==> config.mk <==
export PLATFORM = sky130hd
export DESIGN_NAME = base64_codec
export DESIGN_NICKNAME = d
export VERILOG_FILES = /design/src/rtl/b64_pkg.sv /design/src/rtl/base64_codec.sv
export SDC_FILE = /design/constraint.sdc
export NUM_CORES = 1
export LEC_CHECK = 0
export BUFFER_PORTS_ARGS = -buffer_cell sky130_fd_sc_hd__buf_4
export CELL_PAD_IN_SITES_DETAIL_PLACEMENT = 1
export CELL_PAD_IN_SITES_GLOBAL_PLACEMENT = 2
export CORE_AREA = 4 4 135 137
export DETAILED_ROUTE_END_ITERATION = 8
export DIE_AREA = 0 0 139 141
export PLACE_DENSITY_LB_ADDON = 0.25
export SLEW_MARGIN = 5
export SYNTH_ARGS = -nofsm -noshare
export SYNTH_HDL_FRONTEND = slang
export SYNTH_SLANG_ARGS = --single-unit
export TNS_END_PERCENT = 100
==> constraint.sdc <==
create_clock -name clk_i -period 7.05 [get_ports clk_i]
set_input_delay 0.3525 -clock clk_i [delete_from_list [all_inputs] [get_ports clk_i]]
set_output_delay 0.3525 -clock clk_i [all_outputs]
set_load 0.02 [all_outputs]
==> src/rtl/b64_pkg.sv <==
`timescale 1ns / 1ps
// ----------------------------------------------------------------------------
// b64_pkg
// Shared types, constants and alphabet mapping for the Base64 codec.
// ----------------------------------------------------------------------------
package b64_pkg;

  localparam int unsigned MaxRes = 4;
  localparam int unsigned CntW   = $clog2(MaxRes + 1);

  localparam logic [7:0] PadChar = 8'h3d;

  typedef logic [7:0] byte_t;
  typedef logic [5:0] sextet_t;
  typedef byte_t [MaxRes-1:0] res_arr_t;
  typedef logic [CntW-1:0] res_cnt_t;

  typedef enum logic {
    ModeEncode = 1'b0,
    ModeDecode = 1'b1
  } mode_e;

  function automatic byte_t enc_char(sextet_t v);
    byte_t r;
    if (v < 6'd26) begin
      r = 8'h41 + {2'b00, v};
    end else if (v < 6'd52) begin
      r = 8'h61 + {2'b00, v - 6'd26};
    end else if (v < 6'd62) begin
      r = 8'h30 + {2'b00, v - 6'd52};
    end else if (v == 6'd62) begin
      r = 8'h2b;
    end else begin
      r = 8'h2f;
    end
    return r;
  endfunction

  function automatic sextet_t sextet_of(byte_t c);
    byte_t r;
    if (c >= 8'h41 && c <= 8'h5a) begin
      r = c - 8'h41;
    end else if (c >= 8'h61 && c <= 8'h7a) begin
      r = c - 8'h61 + 8'd26;
    end else if (c >= 8'h30 && c <= 8'h39) begin
      r = c - 8'h30 + 8'd52;
    end else if (c == 8'h2b) begin
      r = 8'd62;
    end else if (c == 8'h2f) begin
      r = 8'd63;
    end else begin
      r = 8'd0;
    end
    return r[5:0];
  endfunction

endpackage

==> src/rtl/base64_codec.sv <==
`timescale 1ns / 1ps
// ----------------------------------------------------------------------------
// base64_codec
// Streaming Base64 encoder or decoder, standard alphabet, selected by mode.
// ----------------------------------------------------------------------------
// Each accepted item is converted into a burst of up to four results, held
// in a result register and shifted out one per cycle while the output is not
// stalled. The next item is taken once the burst is down to its final result
// as that one leaves. Encoding gives four characters per three bytes (up to
// four on the last byte); decoding gives up to three bytes on the closing
// character of a group, and the next character waits while they leave. The
// single result port sets the rate.
// A write on the configuration channel selects the mode and starts a new
// stream; the write is always ready.
module base64_codec
  import b64_pkg::*;
(
  input  logic       clk_i,
  input  logic       rst_ni,
  input  logic       cfg_valid_i,
  output logic       cfg_ready_o,
  input  logic       cfg_data_i,
  input  logic       in_valid_i,
  output logic       in_stall_o,
  input  logic [7:0] in_byte_i,
  input  logic       in_last_i,
  output logic       out_valid_o,
  input  logic       out_stall_i,
  output logic [7:0] out_byte_o,
  output logic       out_last_o
);

  mode_e        mode_q;
  logic [1:0]   phase_q, phase_d;
  logic [17:0]  held_q, held_d;
  logic         pad_q, pad_d;

  res_arr_t     res_q, res_d;
  res_cnt_t     cnt_q, cnt_d;
  logic         rlast_q, rlast_d;

  res_arr_t     new_res;
  res_cnt_t     new_cnt;

  logic         accept, take, cfg_wr;

  logic [23:0]  acc, word;
  logic [2:0]   gcnt;
  logic         third_pad, fourth_pad;

  assign cfg_ready_o = 1'b1;
  assign cfg_wr      = cfg_valid_i;

  assign out_valid_o = (cnt_q != '0);
  assign out_byte_o  = res_q[0];
  assign out_last_o  = rlast_q && (cnt_q == res_cnt_t'(1));
  assign take        = out_valid_o && !out_stall_i;
  assign in_stall_o  = !((cnt_q == '0) || ((cnt_q == res_cnt_t'(1)) && take));
  assign accept      = in_valid_i && !in_stall_o;

  always_comb begin
    new_res    = '0;
    new_cnt    = '0;
    phase_d    = phase_q;
    held_d     = held_q;
    pad_d      = pad_q;
    acc        = {held_q, sextet_of(in_byte_i)};
    gcnt       = {1'b0, phase_q} + 3'd1;
    word       = acc;
    third_pad  = 1'b1;
    fourth_pad = 1'b1;
    if (mode_q == ModeEncode) begin
      unique case (phase_q)
        2'd0: begin
          new_res[0] = enc_char(in_byte_i[7:2]);
          held_d     = {16'd0, in_byte_i[1:0]};
          phase_d    = 2'd1;
          new_cnt    = res_cnt_t'(1);
          if (in_last_i) begin
            new_res[1] = enc_char({in_byte_i[1:0], 4'd0});
            new_res[2] = PadChar;
            new_res[3] = PadChar;
            new_cnt    = res_cnt_t'(4);
          end
        end
        2'd1: begin
          new_res[0] = enc_char({held_q[1:0], in_byte_i[7:4]});
          held_d     = {14'd0, in_byte_i[3:0]};
          phase_d    = 2'd2;
          new_cnt    = res_cnt_t'(1);
          if (in_last_i) begin
            new_res[1] = enc_char({in_byte_i[3:0], 2'd0});
            new_res[2] = PadChar;
            new_cnt    = res_cnt_t'(3);
          end
        end
        default: begin
          new_res[0] = enc_char({held_q[3:0], in_byte_i[7:6]});
          new_res[1] = enc_char(in_byte_i[5:0]);
          held_d     = '0;
          phase_d    = 2'd0;
          new_cnt    = res_cnt_t'(2);
        end
      endcase
    end else begin
      if (phase_q == 2'd2) begin
        pad_d = (in_byte_i == PadChar);
      end
      if (gcnt < 3'd4 && !in_last_i) begin
        held_d  = acc[17:0];
        phase_d = gcnt[1:0];
      end else begin
        unique case (gcnt)
          3'd1:    word = acc << 18;
          3'd2:    word = acc << 12;
          3'd3:    word = acc << 6;
          default: word = acc;
        endcase
        third_pad  = (gcnt >= 3'd3) ? pad_d : 1'b1;
        fourth_pad = (gcnt == 3'd4) ? (in_byte_i == PadChar) : 1'b1;
        new_res[0] = word[23:16];
        new_cnt    = res_cnt_t'(1);
        if (!third_pad) begin
          new_res[1] = word[15:8];
          new_cnt    = res_cnt_t'(2);
        end
        if (!fourth_pad) begin
          new_res[new_cnt[1:0]] = word[7:0];
          new_cnt               = new_cnt + res_cnt_t'(1);
        end
        phase_d = '0;
        held_d  = '0;
        pad_d   = 1'b0;
      end
    end
    if (in_last_i) begin
      phase_d = '0;
      held_d  = '0;
      pad_d   = 1'b0;
    end
  end

  always_comb begin
    res_d   = res_q;
    cnt_d   = cnt_q;
    rlast_d = rlast_q;
    if (accept) begin
      res_d   = new_res;
      cnt_d   = new_cnt;
      rlast_d = in_last_i;
    end else if (take) begin
      res_d   = {8'd0, res_q[MaxRes-1:1]};
      cnt_d   = cnt_q - res_cnt_t'(1);
    end
  end

  always_ff @(posedge clk_i or negedge rst_ni) begin
    if (!rst_ni) begin
      mode_q  <= ModeEncode;
      phase_q <= '0;
      held_q  <= '0;
      pad_q   <= 1'b0;
      cnt_q   <= '0;
      rlast_q <= 1'b0;
    end else begin
      cnt_q   <= cnt_d;
      rlast_q <= rlast_d;
      if (cfg_wr) begin
        mode_q  <= mode_e'(cfg_data_i);
        phase_q <= '0;
        held_q  <= '0;
        pad_q   <= 1'b0;
      end else if (accept) begin
        phase_q <= phase_d;
        held_q  <= held_d;
        pad_q   <= pad_d;
      end
    end
  end

  always_ff @(posedge clk_i) begin
    res_q <= res_d;
  end

endmodule

; ---- Word level (Yosys, flattened, before mapping)
; Index checks and enable logic that the tools add are counted.
[word_totals]
register_bits = 58
inputBits = 15
output_inout_bits = 12
word_cells = 188
[op_classes]
add_sub_neg = 38
order_cmp = 28
n_eq_ne = 14
n_mux = 78
reduce_logical = 20
[ops]
columns = op, count
row1 = 32-bit 2-to-1 mux, 5
row2 = 8-bit 2-to-1 mux, 17
row3 = "7-bit by 6-bit adder with 8-bit output, first input constant", 12
row4 = 18-bit 2-to-1 mux, 5
row5 = "6-bit less-than comparator, second input constant", 12
row6 = 24-bit one-hot mux with 3 select lines, 1
row7 = 24-bit 2-to-1 mux, 2
row8 = "6-bit subtractor, second input constant", 8
row9 = "6-bit by 6-bit adder with 7-bit output, first input constant", 6
row10 = 7-bit 2-to-1 mux, 6
row11 = "6-bit by 5-bit less-than comparator with 1-bit output, second input constant", 6
row12 = 3-bit 2-to-1 mux, 12
row13 = "6-bit by 5-bit subtractor with 6-bit output, second input constant", 6
row14 = 32-bit bitwise mux, 1
row15 = 16-bit one-hot mux with 2 select lines, 1
row16 = 6-bit 2-to-1 mux, 5
row17 = "6-bit == test, second input constant", 4
row18 = "8-bit by 6-bit == test with 1-bit output, second input constant", 3
row19 = 22-bit 2-to-1 mux, 1
row20 = 8-bit demux with 2-bit select, 1
row21 = "8-bit by 7-bit greater-or-equal comparator with 1-bit output, second input constant", 2
row22 = "8-bit by 7-bit <= comparator with 1-bit output, second input constant", 2
row23 = 8-bit one-hot mux with 2 select lines, 1
row24 = 14-bit 2-to-1 mux, 1
row25 = 30 further kinds, 58

; ---- Depth between registers and ports, before layout
[logic_depth]
ltp_word = 17
ltp_mapped = 11
depth_no_buf = 10

; ---- Worst setup path before layout
; No wires, ideal clock.
[synth_path]
path_type = reg-to-reg
startpoint = register cnt_q[0]
endpoint = register cnt_q[0]
setup_ps = 73
arrival_ps = 3153
setup_slack_ps = 3825
stages_incl_launch_ff = 6
period_less_slack_ps = 3225
cell_sequence = dfrtp_1 inv_1 ha_1 nor2b_1 o21ai_0 o32a_1
[synth_between]
elab_chain_cells = 6
elab_cells_between_ends = 11
[synth_rtl]
columns = item, line_no
row1 = "start, declared", base64_codec.sv:39  ; res_cnt_t cnt_q, cnt_d;
row2 = "start signal, assigned", base64_codec.sv:166  ; cnt_q <= cnt_d;
row3 = branches (longest 6 deep; another with 3-bit by 1-bit subtractor with 3-bit output), --
; Parallel ways; which one is timed is not known. The select of a mux whose other input is x is not followed.
; A chain may end at the register's enable or synchronous reset.

==> results.ini <==
[worst_hold_path]
hp-class=in -> reg

[cts]
cts_root_buf=clkbuf_16
insertion_delay_ns=0.30
cts_max_level=2
path_clk_slew_ns=0.07
post_cts_buffers=0
cts.sinks=51
cts_tree=yes
cts_buffers=5
cts_buffer_depth=2

[sta]
worst_slew_pin_slew_ns=0.915
setup_viol=0
setup_slack_ns=3.56
rsz0062_at_grt=no
drv_slew=0
holdWs_ns=0.261
fmax_mhz=286
min_period_over_period_pct=49.5
hold_violations=0
max_slew_margin_pct=38.8
period_needed_ns=3.49
tns_ns=0
skew_ns=0.00341

[floorplan]
core_um2=17100
die_w_um=139
ios=27
num_rows=48
die_y_um=141
die-area_um2=19600
start_util_pct=34.6

[logic_synthesis]
synthMuxAreaShare_pct=1.21
synthSimpleGateAreaFrac_pct=16.8
ys_warn_count=0
syn_nets=779
synth_compound_area_share_pct=33.0
synth_cell_types=86
synth_top_family_by_area=compound AO/OA/AOI/OAI gates
synth-xor-area-share_pct=7.12
synth_top_cells_by_area=edfxtp_1 (13%), ha_1 (12%), dfrtp_1 (11%)
syn_inst=708
synth.ff_latch_count=51
synth-edff-count=25
async_flop_share_pct=51.0
seq_area_frac_synth_pct=23.7
synth_flop_cell=dfrtp_1
netlist.area_leader.share_pct=12.7
synthesis.area_um2=5910
synth_area_leader_cell=edfxtp_1
synthAdderAreaFrac_pct=11.9
syn_area_per_cell_um2=8.34

[outcome]
status=finished, final reports clean

[routing]
wl_per_cell_um=25.0
via_per_inst=6.30
drc=0
routed_wl_mm=23.0
vias=5806
drtPass1Iterations=5
drtIter0Drc=542
antenna_left=0

[cells_and_area]
fin_nets=767
finish.utilization_pct=37.3
antenna_cells=0
drive_gt1_share_pct=10.3
fillers=2072
area_delta_synth_final_pct=7.58

[placement]
io_buffer_count=25
dpl.hpwl_mm=17.2
dpl_worst_slack_ns=3.30
gp_congestion=0.917

[critical_path]
crit_slowest_cell=ha_1
crit_chain=buf_4 > ha_1 > inv_1 > a32o_1 > a21oi_1 > mux2_2 > a32oi_2 > a221oi_1 > o21ai_1
critPathRequiredTime_ns=7.20
arrival_ns=3.64
worstSetupPathType=in -> reg
cp-end-kind=register
worstSetupStartpointType=primary input
path_buf_inv=2
crit_fanout=19
cp_slowest_stage_delay_ns=0.67
critical-path-top-delay-family=compound AO/OA/AOI/OAI gates

[global_route]
grt_pass1_wl_mm=35.7
grt_max_degree=40
grt_pass1_vias=5833
grt_usage_pct=22.9
antenna_found_initial=0
grt_overflow_total=0

[power]
irDropWorstVdd_uv=135
total_leakage_power_nw=2.43
p_per_area_nw_per_um2=190

[flow_run]
maxCapViolations=0

-- synthesized netlist by cell type, drive strengths merged, types with 13 or more instances --
master,n
nand2,67
ha,56
a21oi,49
o21ai,47
nor2,45
clkbuf,37
xnor2,31
inv,28
dfrtp,26
edfxtp,25
a22o,18
nand3,17
xor2,17
buf,16
nor3,16
nand2b,14
a221oi,13
-- flip-flops by register name, indices dropped and copies added, names as in the netlist --
name	count
mode_q	1
pad_q	1
held_q	18
res_q	17
phase_q	2
out_byte_o	8
rlast_q	1
cnt_q	3
-- what timing repair did --
action,4_1_cts,5_1_grt
hold buffers,1,0
hold endpoints to repair,26,0
gates resized for setup,0,0
-- power breakdown --
group	switching [mW]	leakage [nW]	internal, mW
Combinational	0.329	1.75	0.184
Sequential	0.0327	0.603	0.400
Clock	0.124	0.0748	0.135
-- metal layers --
layer,global-route usage [%],up-vias,part of all wire (%)
met4,4.89,0,1.7
met5,0,-,0
met1,32.2,2960,46
li1,-,2638,-
met3,2.34,33,4.1
met2,38.2,175,48
-- logic make-up (layout without fill, tap and decap cells) --
logic type / Yosys count / count (layout)
compound gates: 257 / 257
xor+xnor: 48 / 48
fa+ha+maj: 56 / 56
buf+inv: 83 / 72
flops: 51 / 51
mux: 7 / 7
other cells: 1 / 1
simple gates: 205 / 205
-- tightest hold or removal path, delay by kind of cell --
kind / cells / cell delay, ns
compound gates: 1 / 0.06
simple gates: 1 / 0.04
buf+inv: 1 / 0.07
-- through the flow --
stage                     total power [mW]  instance area (um^2)  std cells
after floorplan                      0.781                  5910        708
after global placement               0.932                  6190        913
after detailed placement             0.944                  6190        913
after CTS                             1.21                  6360        922
after global routing                  1.27                  6360        922
final                                 1.21                  6360        922
-- area by class of cell --
class                      instances  area, um^2  area share (%)
timing repair buffer              34         258            4.06
clock inverter                     3        26.3           0.413
clock buffer                       5         125            1.97
multi-input combinational        574        4150            65.3
tap                              225         282            4.43
inverter                          30         113            1.77
sequential                        51        1400            22.0
-- final timing paths --
kind	slack, ns	from	endpoint	depth (start not counted)
worst max-delay path	3.56	in_byte_i[2]	out_byte_o[1]	9
worst min-delay path	0.26	cfg_data_i	mode_q	3
worst max register to register	3.75	cnt_q[1]	res_q[8]	10
worst min register to register	0.51	rlast_q	rlast_q	2
max in group asynchronous	6.29	rst_ni	pad_q	2
min in group asynchronous	0.50	rst_ni	held_q[11]	2
-- layout by cell type, fill, tap and decap left out, types with 4 or more instances in the layout --
master | Yosys | routed
clkbuf_16 | 0 | 5
nor3b_1 | 6 | 6
a22o_1 | 18 | 18
and3_1 | 7 | 7
dfrtp_1 | 26 | 26
o21ai_0 | 39 | 37
nor2b_1 | 11 | 11
buf_4 | 9 | 33
nand2_1 | 67 | 67
a32oi_1 | 5 | 5
a311oi_1 | 7 | 7
inv_1 | 26 | 26
a221oi_1 | 12 | 12
a21o_1 | 9 | 9
o22ai_1 | 4 | 4
edfxtp_1 | 25 | 25
a31oi_1 | 11 | 11
xnor2_1 | 31 | 31
o21a_1 | 4 | 4
o21ai_1 | 7 | 7
nor3_1 | 15 | 15
o31ai_1 | 5 | 5
a211o_1 | 5 | 5
mux2i_1 | 6 | 6
o22a_1 | 4 | 4
nand3_1 | 17 | 17
nand4_1 | 8 | 8
xor2_1 | 17 | 17
o211ai_1 | 11 | 11
ha_1 | 56 | 56
nor2_1 | 45 | 45
o221ai_1 | 6 | 6
a21oi_1 | 49 | 49
o2111ai_1 | 5 | 5
a211oi_1 | 9 | 9
nand2b_1 | 14 | 14
Note: power is estimated with default switching activity, not from simulation.
